==> config.mk <==
export PLATFORM = sky130hd
export DESIGN_NAME = uplink_harq_process_control
export DESIGN_NICKNAME = d
export VERILOG_FILES = /design/src/rtl/uhpc_pkg.sv /design/src/rtl/uhpc_front.sv /design/src/rtl/uhpc_queue.sv /design/src/rtl/uhpc_back.sv /design/src/rtl/uplink_harq_process_control.sv
export SDC_FILE = /design/constraint.sdc
export NUM_CORES = 2
export LEC_CHECK = 0
export BUFFER_PORTS_ARGS = -buffer_cell sky130_fd_sc_hd__clkbuf_2
export CORE_MARGIN = 3
export CORE_UTILIZATION = 40
export CTS_BUF_LIST = sky130_fd_sc_hd__clkbuf_4 sky130_fd_sc_hd__clkbuf_8
export CTS_CLUSTER_DIAMETER = 120
export DETAILED_ROUTE_END_ITERATION = 6
export PLACE_DENSITY_LB_ADDON = 0.1
export SLEW_MARGIN = 20
export SYNTH_ARGS = -nofsm -noshare
export SYNTH_HDL_FRONTEND = slang
export SYNTH_HIERARCHICAL = 1
export SYNTH_SLANG_ARGS = --single-unit
==> constraint.sdc <==
create_clock -name clk -period 7.2 [get_ports clk]
set_input_delay 1.08 -clock clk [delete_from_list [all_inputs] [get_ports clk]]
set_output_delay 1.08 -clock clk [all_outputs]
set_load 0.02 [all_outputs]
==> src/rtl/uhpc_pkg.sv <==
// shared types, codes and constants of the uplink harq process control block
package uhpc_pkg;

	localparam int NUM_PROCS   = 16;
	localparam int PROC_ID_W   = 4;
	localparam int PROC_IDX_W  = (NUM_PROCS > 1) ? $clog2(NUM_PROCS) : 1;
	localparam int RNTI_W      = 16;
	localparam int TBS_W       = 18;
	localparam int CNT_W       = 8;
	localparam int TOTAL_W     = 32;
	localparam int BITS_W      = 48;
	localparam int BYTE_SHIFT  = 3;
	localparam int CFG_DATA_W  = 16;
	localparam int QUEUE_DEPTH = 2;
	localparam int QPTR_W      = (QUEUE_DEPTH > 1) ? $clog2(QUEUE_DEPTH) : 1;
	localparam int QCNT_W      = $clog2(QUEUE_DEPTH + 1);

	localparam logic [1:0]       NDI_UNSET    = 2'd2;
	localparam logic [CNT_W-1:0] MAX_TX_RESET = 8'd4;

	typedef enum logic [2:0] {
		OP_GRANT   = 3'd0,
		OP_FLUSH   = 3'd1,
		OP_CLR_NDI = 3'd2,
		OP_STATS   = 3'd3,
		OP_QUERY   = 3'd4
	} op_t;

	typedef enum logic [2:0] {
		ST_NEW     = 3'd0,
		ST_RETX    = 3'd1,
		ST_NOPDU   = 3'd2,
		ST_EMPTY   = 3'd3,
		ST_BADID   = 3'd4,
		ST_SCHED   = 3'd5,
		ST_UNKNOWN = 3'd6,
		ST_DONE    = 3'd7
	} status_t;

	typedef enum logic [1:0] {
		CFG_CELL_RNTI  = 2'd0,
		CFG_TEMP_RNTI  = 2'd1,
		CFG_SCHED_RNTI = 2'd2,
		CFG_MAX_TX     = 2'd3
	} cfg_idx_t;

	typedef enum logic [3:0] {
		K_GRANT,
		K_SCHED,
		K_FOREIGN,
		K_FLUSH,
		K_CLR_NDI,
		K_STATS,
		K_QUERY,
		K_BAD_ID,
		K_BAD_OP
	} kind_t;

	typedef struct packed {
		kind_t                kind;
		logic [PROC_ID_W-1:0] proc_id;
		logic                 ndi;
		logic [1:0]           rv;
		logic [TBS_W-1:0]     tbs;
		logic                 is_rar;
		logic                 pdu;
		logic                 is_temp;
		logic                 is_cell;
	} cmd_t;

	typedef struct packed {
		status_t            status;
		logic               tx_enable;
		logic [1:0]         rv_out;
		logic [TBS_W-1:0]   size_out;
		logic [CNT_W-1:0]   tx_number;
		logic               max_reached;
		logic [TOTAL_W-1:0] new_tx_total;
		logic [TOTAL_W-1:0] retx_total;
		logic [BITS_W-1:0]  bits_total;
	} res_t;

	typedef struct packed {
		logic [RNTI_W-1:0] cell_rnti;
		logic [RNTI_W-1:0] temp_rnti;
		logic [RNTI_W-1:0] sched_rnti;
		logic [CNT_W-1:0]  max_tx;
	} cfg_t;

endpackage

==> src/rtl/uhpc_front.sv <==
// front end: decodes and classifies each incoming word into a command
module uhpc_front (
	input  logic                           valid,
	input  logic [2:0]                     op,
	input  logic [uhpc_pkg::PROC_ID_W-1:0] proc_id,
	input  logic [uhpc_pkg::RNTI_W-1:0]    rnti,
	input  logic                           ndi,
	input  logic [1:0]                     rv,
	input  logic [uhpc_pkg::TBS_W-1:0]     tbs,
	input  logic                           is_rar,
	input  logic                           pdu_available,
	input  uhpc_pkg::cfg_t                 cfg,
	input  logic                           q_ready,
	output logic                           ready,
	output logic                           push,
	output uhpc_pkg::cmd_t                 cmd
);

	logic bad_id;
	logic is_cell;
	logic is_temp;
	logic is_sched;

	assign bad_id   = {1'b0, proc_id} >= (uhpc_pkg::PROC_ID_W + 1)'(uhpc_pkg::NUM_PROCS);
	assign is_cell  = rnti == cfg.cell_rnti;
	assign is_temp  = rnti == cfg.temp_rnti;
	assign is_sched = rnti == cfg.sched_rnti;

	assign ready = q_ready;
	assign push  = valid && q_ready;

	always_comb begin
		cmd         = '0;
		cmd.proc_id = proc_id;
		cmd.ndi     = ndi;
		cmd.rv      = rv;
		cmd.tbs     = tbs;
		cmd.is_rar  = is_rar;
		cmd.pdu     = pdu_available;
		cmd.is_temp = is_temp;
		cmd.is_cell = is_cell;
		case (op)
			uhpc_pkg::OP_GRANT: begin
				if (bad_id) begin
					cmd.kind = uhpc_pkg::K_BAD_ID;
				end else if (is_cell || is_temp || is_rar) begin
					cmd.kind = uhpc_pkg::K_GRANT;
				end else if (is_sched) begin
					cmd.kind = uhpc_pkg::K_SCHED;
				end else begin
					cmd.kind = uhpc_pkg::K_FOREIGN;
				end
			end
			uhpc_pkg::OP_FLUSH:   cmd.kind = uhpc_pkg::K_FLUSH;
			uhpc_pkg::OP_CLR_NDI: cmd.kind = uhpc_pkg::K_CLR_NDI;
			uhpc_pkg::OP_STATS:   cmd.kind = uhpc_pkg::K_STATS;
			uhpc_pkg::OP_QUERY: begin
				cmd.kind = bad_id ? uhpc_pkg::K_BAD_ID : uhpc_pkg::K_QUERY;
			end
			default:              cmd.kind = uhpc_pkg::K_BAD_OP;
		endcase
	end

endmodule

==> src/rtl/uhpc_queue.sv <==
// short command queue between the front end and the process table
module uhpc_queue (
	input  logic           clk,
	input  logic           arst_n,
	input  logic           push,
	input  uhpc_pkg::cmd_t push_cmd,
	output logic           ready,
	input  logic           pop,
	output logic           valid,
	output uhpc_pkg::cmd_t head
);

	uhpc_pkg::cmd_t                  slot_q [uhpc_pkg::QUEUE_DEPTH];
	logic [uhpc_pkg::QPTR_W-1:0]     wr_ptr_q;
	logic [uhpc_pkg::QPTR_W-1:0]     rd_ptr_q;
	logic [uhpc_pkg::QCNT_W-1:0]     count_q;

	assign ready = count_q != uhpc_pkg::QCNT_W'(uhpc_pkg::QUEUE_DEPTH);
	assign valid = count_q != '0;
	assign head  = slot_q[rd_ptr_q];

	always_ff @(posedge clk) begin
		if (push) begin
			slot_q[wr_ptr_q] <= push_cmd;
		end
	end

	always_ff @(posedge clk or negedge arst_n) begin
		if (!arst_n) begin
			wr_ptr_q <= '0;
			rd_ptr_q <= '0;
			count_q  <= '0;
		end else begin
			if (push) begin
				wr_ptr_q <= (wr_ptr_q == uhpc_pkg::QPTR_W'(uhpc_pkg::QUEUE_DEPTH - 1)) ?
					'0 : wr_ptr_q + 1'b1;
			end
			if (pop) begin
				rd_ptr_q <= (rd_ptr_q == uhpc_pkg::QPTR_W'(uhpc_pkg::QUEUE_DEPTH - 1)) ?
					'0 : rd_ptr_q + 1'b1;
			end
			if (push && !pop) begin
				count_q <= count_q + 1'b1;
			end else if (pop && !push) begin
				count_q <= count_q - 1'b1;
			end
		end
	end

`ifndef SYNTHESIS
	a_count_bound: assert property (@(posedge clk) disable iff (!arst_n)
		(count_q <= uhpc_pkg::QCNT_W'(uhpc_pkg::QUEUE_DEPTH)) && !(pop && !valid))
		else $error("queue count out of range or pop while empty");
`endif

endmodule

==> src/rtl/uhpc_back.sv <==
// back end: process table, statistics counters and result register
module uhpc_back (
	input  logic           clk,
	input  logic           arst_n,
	input  uhpc_pkg::cfg_t cfg,
	input  logic           q_valid,
	input  uhpc_pkg::cmd_t cmd,
	output logic           pop,
	output logic           out_valid,
	input  logic           out_ready,
	output uhpc_pkg::res_t res
);

	logic [1:0]                    ndi_q  [uhpc_pkg::NUM_PROCS];
	logic [uhpc_pkg::CNT_W-1:0]    cnt_q  [uhpc_pkg::NUM_PROCS];
	logic [uhpc_pkg::TBS_W-1:0]    size_q [uhpc_pkg::NUM_PROCS];
	logic [uhpc_pkg::NUM_PROCS-1:0] held_q;
	logic [uhpc_pkg::TOTAL_W-1:0]  new_cnt_q;
	logic [uhpc_pkg::TOTAL_W-1:0]  retx_cnt_q;
	logic [uhpc_pkg::BITS_W-1:0]   bits_q;
	uhpc_pkg::res_t                res_q;
	logic                          valid_q;

	logic [uhpc_pkg::PROC_IDX_W-1:0] idx;
	logic [1:0]                   ndi_r;
	logic [uhpc_pkg::CNT_W-1:0]   cnt_r;
	logic [uhpc_pkg::TBS_W-1:0]   size_r;
	logic                         held_r;
	logic                         toggled;
	logic                         hit_max;
	logic [1:0]                   ndi_a;
	logic [uhpc_pkg::CNT_W-1:0]   cnt_a;
	logic [uhpc_pkg::TBS_W-1:0]   size_a;
	logic                         held_a;
	logic                         new_cond;
	logic [1:0]                   keep_ndi;
	logic [1:0]                   ndi_n;
	logic [uhpc_pkg::CNT_W-1:0]   cnt_n;
	logic [uhpc_pkg::TBS_W-1:0]   size_n;
	logic                         held_n;
	logic                         add_new;
	logic                         add_retx;
	uhpc_pkg::res_t               res_d;

	assign pop       = q_valid && (!valid_q || out_ready);
	assign out_valid = valid_q;
	assign res       = res_q;

	assign idx    = cmd.proc_id[uhpc_pkg::PROC_IDX_W-1:0];
	assign ndi_r  = ndi_q[idx];
	assign cnt_r  = cnt_q[idx];
	assign size_r = size_q[idx];
	assign held_r = held_q[idx];

	assign toggled  = {1'b0, cmd.ndi} != ndi_r;
	assign hit_max  = cnt_r >= cfg.max_tx;
	assign ndi_a    = hit_max ? uhpc_pkg::NDI_UNSET : ndi_r;
	assign cnt_a    = hit_max ? '0 : cnt_r;
	assign size_a   = hit_max ? '0 : size_r;
	assign held_a   = hit_max ? 1'b0 : held_r;
	assign new_cond = (!cmd.is_temp && toggled) || (cmd.is_cell && !held_a) || cmd.is_rar;
	assign keep_ndi = (cmd.is_rar || cmd.is_temp) ? uhpc_pkg::NDI_UNSET : {1'b0, cmd.ndi};

	// grant decision on the named process, and the result word for every other command
	always_comb begin
		ndi_n    = ndi_a;
		cnt_n    = cnt_a;
		size_n   = size_a;
		held_n   = held_a;
		add_new  = 1'b0;
		add_retx = 1'b0;
		res_d    = '0;
		case (cmd.kind)
			uhpc_pkg::K_GRANT: begin
				res_d.max_reached = hit_max;
				if (new_cond) begin
					held_n = cmd.pdu;
					if (cmd.pdu) begin
						size_n          = cmd.tbs;
						ndi_n           = keep_ndi;
						cnt_n           = uhpc_pkg::CNT_W'(1);
						add_new         = 1'b1;
						res_d.status    = uhpc_pkg::ST_NEW;
						res_d.tx_enable = 1'b1;
						res_d.rv_out    = cmd.rv;
					end else begin
						res_d.status = uhpc_pkg::ST_NOPDU;
					end
				end else if (!held_a) begin
					res_d.status = uhpc_pkg::ST_EMPTY;
				end else begin
					size_n          = cmd.tbs;
					ndi_n           = keep_ndi;
					cnt_n           = cnt_a + 1'b1;
					add_retx        = 1'b1;
					res_d.status    = uhpc_pkg::ST_RETX;
					res_d.tx_enable = 1'b1;
					res_d.rv_out    = cmd.rv;
				end
				res_d.size_out  = size_n;
				res_d.tx_number = cnt_n;
			end
			uhpc_pkg::K_SCHED: begin
				res_d.status    = uhpc_pkg::ST_SCHED;
				res_d.size_out  = size_r;
				res_d.tx_number = cnt_r;
			end
			uhpc_pkg::K_FOREIGN: begin
				res_d.status    = uhpc_pkg::ST_UNKNOWN;
				res_d.size_out  = size_r;
				res_d.tx_number = cnt_r;
			end
			uhpc_pkg::K_FLUSH:   res_d.status = uhpc_pkg::ST_DONE;
			uhpc_pkg::K_CLR_NDI: res_d.status = uhpc_pkg::ST_DONE;
			uhpc_pkg::K_STATS: begin
				res_d.status       = uhpc_pkg::ST_DONE;
				res_d.new_tx_total = new_cnt_q;
				res_d.retx_total   = retx_cnt_q;
				res_d.bits_total   = bits_q;
			end
			uhpc_pkg::K_QUERY: begin
				res_d.status   = uhpc_pkg::ST_DONE;
				res_d.size_out = size_r;
			end
			uhpc_pkg::K_BAD_ID:  res_d.status = uhpc_pkg::ST_BADID;
			default:             res_d.status = uhpc_pkg::ST_UNKNOWN;
		endcase
	end

	always_ff @(posedge clk or negedge arst_n) begin
		if (!arst_n) begin
			for (int p = 0; p < uhpc_pkg::NUM_PROCS; p++) begin
				ndi_q[p]  <= uhpc_pkg::NDI_UNSET;
				cnt_q[p]  <= '0;
				size_q[p] <= '0;
			end
			held_q     <= '0;
			new_cnt_q  <= '0;
			retx_cnt_q <= '0;
			bits_q     <= '0;
		end else if (pop) begin
			case (cmd.kind)
				uhpc_pkg::K_GRANT: begin
					ndi_q[idx]  <= ndi_n;
					cnt_q[idx]  <= cnt_n;
					size_q[idx] <= size_n;
					held_q[idx] <= held_n;
					if (add_new) begin
						new_cnt_q <= new_cnt_q + 1'b1;
					end
					if (add_retx) begin
						retx_cnt_q <= retx_cnt_q + 1'b1;
					end
					if (add_new || add_retx) begin
						bits_q <= bits_q + (uhpc_pkg::BITS_W'(cmd.tbs) << uhpc_pkg::BYTE_SHIFT);
					end
				end
				uhpc_pkg::K_FLUSH: begin
					for (int p = 0; p < uhpc_pkg::NUM_PROCS; p++) begin
						ndi_q[p]  <= uhpc_pkg::NDI_UNSET;
						cnt_q[p]  <= '0;
						size_q[p] <= '0;
					end
					held_q <= '0;
				end
				uhpc_pkg::K_CLR_NDI: begin
					for (int p = 0; p < uhpc_pkg::NUM_PROCS; p++) begin
						ndi_q[p] <= uhpc_pkg::NDI_UNSET;
					end
				end
				uhpc_pkg::K_STATS: begin
					new_cnt_q  <= '0;
					retx_cnt_q <= '0;
					bits_q     <= '0;
				end
				default: begin
				end
			endcase
		end
	end

	always_ff @(posedge clk or negedge arst_n) begin
		if (!arst_n) begin
			valid_q <= 1'b0;
		end else if (pop) begin
			valid_q <= 1'b1;
		end else if (out_ready) begin
			valid_q <= 1'b0;
		end
	end

	always_ff @(posedge clk) begin
		if (pop) begin
			res_q <= res_d;
		end
	end

`ifndef SYNTHESIS
	a_new_tx_count: assert property (@(posedge clk) disable iff (!arst_n)
		(valid_q && res_q.status == uhpc_pkg::ST_NEW) |->
			(res_q.tx_number == uhpc_pkg::CNT_W'(1)))
		else $error("new transmission without a count of one");

	a_tx_enable: assert property (@(posedge clk) disable iff (!arst_n)
		valid_q |-> (res_q.tx_enable ==
			(res_q.status == uhpc_pkg::ST_NEW || res_q.status == uhpc_pkg::ST_RETX)))
		else $error("tx enable does not match status");

	a_flush_clears: assert property (@(posedge clk) disable iff (!arst_n)
		(pop && cmd.kind == uhpc_pkg::K_FLUSH) |=> (held_q == '0))
		else $error("buffer still held after flush");

	a_stats_clear: assert property (@(posedge clk) disable iff (!arst_n)
		(pop && cmd.kind == uhpc_pkg::K_STATS) |=>
			(new_cnt_q == '0 && retx_cnt_q == '0 && bits_q == '0))
		else $error("counters not cleared after read");
`endif

endmodule

==> src/rtl/uplink_harq_process_control.sv <==
// top level of the uplink harq process control block
//
// channel  | direction | word
// s_*      | in        | tuser: op[2:0] is_rar[3]; tdata: proc_id rnti ndi rv tbs pdu_available
// m_*      | out       | tuser: status[2:0]; tdata: grant result and statistics
// cfg_*    | in        | register write, index 0..3, no read-back
//
// one word per cycle while m_tready holds high; results pass the queue, then the result register
// the decision on the process table is made combinationally in the back end
// a two-word queue parts the decoder from the table; with m_tready low it fills and s_tready drops
// reset clears the table, the counters and both handshakes at once; no clearing pass
module uplink_harq_process_control (
	input  logic         clk,
	input  logic         arst_n,
	input  logic         s_tvalid,
	output logic         s_tready,
	input  logic [47:0]  s_tdata,  // proc_id, rnti, ndi, rv, tbs, pdu_available, zero pad
	input  logic [3:0]   s_tuser,  // op, is_rar
	output logic         m_tvalid,
	input  logic         m_tready,
	output logic [143:0] m_tdata,  // tx_enable, rv_out, size_out, tx_number, max_reached,
	                               // new_tx_total, retx_total, bits_total, zero pad
	output logic [2:0]   m_tuser,  // status
	input  logic         cfg_we,
	input  logic [1:0]   cfg_index,
	input  logic [uhpc_pkg::CFG_DATA_W-1:0] cfg_wdata
);

	uhpc_pkg::cfg_t cfg_q;
	uhpc_pkg::cmd_t front_cmd;
	uhpc_pkg::cmd_t q_head;
	uhpc_pkg::res_t res;
	logic           q_ready;
	logic           q_valid;
	logic           push;
	logic           pop;

	always_ff @(posedge clk or negedge arst_n) begin
		if (!arst_n) begin
			cfg_q.cell_rnti  <= '0;
			cfg_q.temp_rnti  <= '0;
			cfg_q.sched_rnti <= '0;
			cfg_q.max_tx     <= uhpc_pkg::MAX_TX_RESET;
		end else if (cfg_we) begin
			case (cfg_index)
				uhpc_pkg::CFG_CELL_RNTI:  cfg_q.cell_rnti  <= cfg_wdata;
				uhpc_pkg::CFG_TEMP_RNTI:  cfg_q.temp_rnti  <= cfg_wdata;
				uhpc_pkg::CFG_SCHED_RNTI: cfg_q.sched_rnti <= cfg_wdata;
				uhpc_pkg::CFG_MAX_TX:     cfg_q.max_tx     <= cfg_wdata[uhpc_pkg::CNT_W-1:0];
				default: begin
				end
			endcase
		end
	end

	uhpc_front u_front (
		.valid         (s_tvalid),
		.op            (s_tuser[2:0]),
		.proc_id       (s_tdata[3:0]),
		.rnti          (s_tdata[19:4]),
		.ndi           (s_tdata[20]),
		.rv            (s_tdata[22:21]),
		.tbs           (s_tdata[40:23]),
		.is_rar        (s_tuser[3]),
		.pdu_available (s_tdata[41]),
		.cfg           (cfg_q),
		.q_ready       (q_ready),
		.ready         (s_tready),
		.push          (push),
		.cmd           (front_cmd)
	);

	uhpc_queue u_queue (
		.clk      (clk),
		.arst_n   (arst_n),
		.push     (push),
		.push_cmd (front_cmd),
		.ready    (q_ready),
		.pop      (pop),
		.valid    (q_valid),
		.head     (q_head)
	);

	uhpc_back u_back (
		.clk       (clk),
		.arst_n    (arst_n),
		.cfg       (cfg_q),
		.q_valid   (q_valid),
		.cmd       (q_head),
		.pop       (pop),
		.out_valid (m_tvalid),
		.out_ready (m_tready),
		.res       (res)
	);

	assign m_tuser = res.status;
	assign m_tdata = {2'b00, res.bits_total, res.retx_total, res.new_tx_total, res.max_reached,
		res.tx_number, res.size_out, res.rv_out, res.tx_enable};

endmodule
* Yosys cells after proc, flatten, opt, wreduce, memory -nomap -nowiden
Memories as Yosys holds them, arrays and structs flattened. Cells that the tools add are included.
Word-level totals: bits in registers 782, bits in latches 0, bits in writable memories 66, ROM bits 0, bits of input ports 75, output and inout bits 149, word-level logic and storage cells 225, memories kept 1
Cells by class: add/sub/neg operators 8, multiply operators 0, div/mod/pow operators 0, $lt $le $gt $ge 5, equality and inequality tests 22, shift-type cells 0, mux-type cells 77, bitwise logic cells 1, reduce and logical (&&, ||, !) cells 42
Memories:
- u_queue.slot_q | words 2, bits a word 33, read ports 1, clocked after Yosys merged registers in 0, write ports 1, RTL line uhpc_queue.sv:13 | uhpc_pkg::cmd_t slot_q [uhpc_pkg::QUEUE_DEPTH];
Operator list (count):
- case mux 288 bit (2 select lines) | 1
- bitwise mux 288 bit | 1
- case mux 128 bit (2 select lines) | 1
- case mux 32 bit (2 select lines) | 3
- 2-to-1 mux 18 bit | 8
- bitwise mux 128 bit | 1
- case mux 48 bit (2 select lines) | 1
- binary-select mux 18 bit (select 4 bit) | 1
- demux 18 bit (select 4 bit) | 1
- adder 32 x 1 -> 32 bit (second input constant) | 2
- 2-to-1 mux 32 bit | 2
- 2-to-1 mux 8 bit | 8
- adder 48 x 21 -> 48 bit | 1
- == test 16 bit | 3
- 2-to-1 mux 48 bit | 1
- case mux 18 bit (2 select lines) | 1
- binary-select mux 8 bit (select 4 bit) | 1
- bitwise mux 32 bit | 1
- demux 8 bit (select 4 bit) | 1
- case mux 16 bit (2 select lines) | 1
- 2-to-1 mux 2 bit | 14
- case mux 4 bit (5 select lines) | 1
- 2-to-1 mux 1 bit | 17
- bitwise mux 16 bit | 1
- other kinds (42) | 82

* Longest topological paths before layout
An unclocked memory read counts as a cell.
depth in word-level cells 16, depth in mapped cells 24, mapped depth without buffers 17

* Modules after synthesis
Netlist, hierarchy kept.
Modules (own cells, without submodules):
- uhpc_back | times used 1, cells an instance 2995, area each 35390.2 um^2, seq. area each 18647.9 um^2
- uhpc_queue | times used 1, cells an instance 119, area each 2722.6 um^2, seq. area each 2082.0 um^2
- uplink_harq_process_control | times used 1, cells an instance 122, area each 2128.3 um^2, seq. area each 1402.6 um^2
- uhpc_front | times used 1, cells an instance 104, area each 814.5 um^2, seq. area each 0.0 um^2

* Worst setup path before layout
Ideal clock, no wire load.
kind input to register, start point input m_tready, end point register u_back/new_cnt_q[28] (netlist name), setup time 0.132 ns, arrival time 6.201 ns, required time 7.068 ns, path slack 0.867 ns, stages on the path 8, buffers on the path 0, cell sequence nand2b_1 nand2_1 inv_1 nand2_1 o311a_1 a2111oi_0 xnor2_1 nor2_1
Between the ends: longest elaborated chain between the ends 3
RTL lines:
- start: declaration | RTL line uplink_harq_process_control.sv:20 | input logic m_tready,
- logical OR 1 bit | RTL line uhpc_back.sv:45 | assign pop = q_valid && (!valid_q || out_ready);
- logical AND 1 bit | RTL line uhpc_back.sv:45
- net pop | RTL line uplink_harq_process_control.sv:36 | logic pop;
- AND reduction 3 bit (no source line)
- end signal: assignment | RTL line uhpc_back.sv:149 | new_cnt_q <= new_cnt_q + 1'b1;
- end: declaration | RTL line uhpc_back.sv:18 | logic [uhpc_pkg::TOTAL_W-1:0] new_cnt_q;
The timed path passes the listed nets, and every way through them passes these cells. A chain may end at the register's enable or synchronous reset.

==> results.cfg <==
[clock_network]
htree_levels = 4
worstSkewPairLatency_ns = 0.84
clockRootBuffer = clkbuf_8
cts_setup_buffers = 0
clk_transition_reported_paths_ns = 0.07
cts_max_path_buffers = 3
cts_buffers = 148
hold_buffers = 0
cts_resized = 0
tritoncts = yes
cts_sinks = 842

[route]
wl_per_cell_um = 27.3
drc = 0
vias = 30400
drt-initial-drc-count = 3178
ant_nets = 0
detail_route.first_pass.iterations = 6
wirelength_um = 136000
avgViaCountPerCell = 6.09

[floorplanning]
fp-row-count = 116
dieHeight_um = 326
coreArea_sq_um = 101000
die_w_um = 326
initial_utilization_pct = 40.7
pin_count = 224
die_area_sq_um = 107000

[critical_path]
end_kind = register
worstPathCellList = mux2_8, mux4_2, a22o_1, a221oi_2, inv_1, ha_1, o21ai_0, o21a_1, o21ai_0, nor2_1, ha_1, o2111ai_1, a2111oi_0, o211ai_1, and3_1, a21oi_1, buf_4, o21ai_0
rr_worst_depth = 18
critPathKind = register to register
r2r_end = u_back/cnt_q[36]
startpoint_type = register
reg2reg_from = u_queue/rd_ptr_q
startpoint = u_queue/rd_ptr_q
path_max_fanout = 58
slowest_stage = dfrtp_2
endpoint = u_back/cnt_q[36]
crit_required_ns = 7.84
crit_path_frequent_cell = o21ai_0
worstPathArrival_ns = 7.40
r2r_setup_slack_ns = 0.44
max_stage_delay_ns = 0.80

[finish]
final_cell_mix = dfrtp_1 (616), and2_1 (330), a221o_1 (295)
fill_cells = 9188
final_net_count = 3621
fin_cells = 4995
drive_gt1_share_pct = 24.7
final-seq-area_sq_um = 22100
multiInputGateArea_sq_um = 17500
mostFrequentLayoutCell = dfrtp_1
syn2layout_area_growth_pct = 13.4
final_util_pct = 46.2

[run]
maxCapViolCount = 0

[power]
finalPower_mw = 14.8
p_leak_nw = 20.2
max-vdd-ir-drop_mv = 0.145
powerDensity_nw_per_um2 = 317

[grt]
grt_use_total_pct = 25.3
grt_pass1_wl_um = 204000
antenna_found_initial = 11
grt_overflow = 0
grt_pass1_vias = 31100
grt_max_degree = 157

[placed_design]
routabilityCongestion = 0.853
detailed_place_hpwl_um = 81500
io_buffers = 212
dp.cells = 4722

[synthesis]
yosys_warnings = 6
synthCells = 3340
syn-cell-area_sq_um = 41100
synth_edf_count = 208
ys_ff_latch = 842
syn_area_per_cell_sq_um = 12.3
ys.flop_type = dfrtp_1
yosys.cell_types.count = 86
async_flop_share_pct = 75.3
synth_seq_area_share_pct = 53.9

[sta]
post-route-min-period_ns = 6.76
tns_ns = 0
worst_slew_pin_slew_ns = 1.14
setup_viol = 0
rsz0062_at_grt = no
maxSlewHeadroom_pct = 23.7
clock_skew_ns = 0.0485
clock.fmax_mhz = 148
post-route-period-util_pct = 93.9
slew_violations = 0
hold_viol = 0

[worst_hold_path]
hold_path_class = input pin to asynchronous set/reset pin

[run_status]
status = finished, final reports clean
## cell type report
class	count	area share (%)
diodes	4	0.0215
well taps	1357	3.65
clock inverters	43	0.747
repair buffers	307	3.91
flip-flops and latches	842	47.5
inverters	57	0.470
clock buffers	226	5.98
multi-input cells	2159	37.7
## synth_stat cells, drive strengths merged, types with 46 or more instances
cell type	n	area, sq um
dfrtp	617	15400
and2	331	2070
a221o	295	2950
nand2	215	807
edfxtp	208	6250
nor2	189	822
o21ai	187	940
clkbuf	156	586
mux4	139	3130
buf	129	823
mux2	92	1140
xnor2	85	744
and3	71	444
inv	56	210
nand3	51	260
xor2	47	412
a21oi	46	234
## report_power, final
group / internal [mW] / switching [mW] / total [mW] / leakage [nW]
Clock: 2.59 / 2.08 / 4.67 / 1.67
Combinational: 1.29 / 2.92 / 4.21 / 7.83
Sequential: 5.59 / 0.290 / 5.88 / 10.7
Total: 9.47 / 5.29 / 14.8 / 20.2
## routing by layer
layer	track usage (%)	share of wire (%)	up-vias
li1	-	-	12900
met1	34.5	42	15700
met4	8.96	3.1	8
met5	0	0.037	-
met3	6.21	8.6	279
met2	39.3	46	1447
## critical path: cells and delay by family (launching register included)
kind / cells / cell delay (ns)
buffers and inverters: 2 / 0.39
multiplexers: 2 / 1.36
AO/OA/AOI/OAI: 10 / 2.93
adder cells (fa/ha/maj): 2 / 0.57
flip-flops: 1 / 0.80
AND/OR/NAND/NOR: 2 / 0.47
## per-stage QoR
| stage | instance area, sq um | worst slack [ns] | hold slack, ns |
|---|---|---|---|
| global route | 46500 | 0.0542 | 0.329 |
| global placement | 43400 | 0.649 | 0.457 |
| finish | 46600 | 0.436 | 0.315 |
| CTS | 46500 | 0.573 | 0.280 |
| detailed placement | 43400 | 0.702 | 0.464 |
| floorplan | 41100 | 0.867 | 0.438 |
## how the worst min path moves through the flow
stage,endpoint,cells past startpoint
floorplan,u_back/ndi_q[24],2
global placement,u_back/cnt_q[115],2
detailed placement,u_back/held_q[14],1
CTS,u_back/size_q[177],1
global route,u_back/size_q[160],1
finish,u_back/size_q[69],1
## sequential cells by signal (all words and copies together) (netlist names)
name,flops
u_back/out_valid,1
u_back/res,142
u_back/cnt_q,128
u_queue/wr_ptr_q,1
u_back/size_q,288
u_queue/count_q,2
u_queue/slot_q,66
u_back/bits_q,45
u_back/retx_cnt_q,32
cfg_q,56
u_back/new_cnt_q,32
u_back/ndi_q,32
u_back/held_q,16
u_queue/rd_ptr_q,1
## cell families after synthesis
| family | after synthesis | share of synthesized area [%] |
|---|---|---|
| muxes | 235 | 10.5 |
| adders and majority gates | 31 | 0.963 |
| and+or+nand+nor | 1006 | 13.1 |
| other | 2 | 0.0183 |
| buffers and inverters | 342 | 3.95 |
| xor gates and xnor gates | 132 | 2.82 |
| AOI/OAI and AO/OA | 750 | 14.8 |
| DFF | 842 | 53.9 |
No activity file was read; power rests on OpenSTA's default activity.
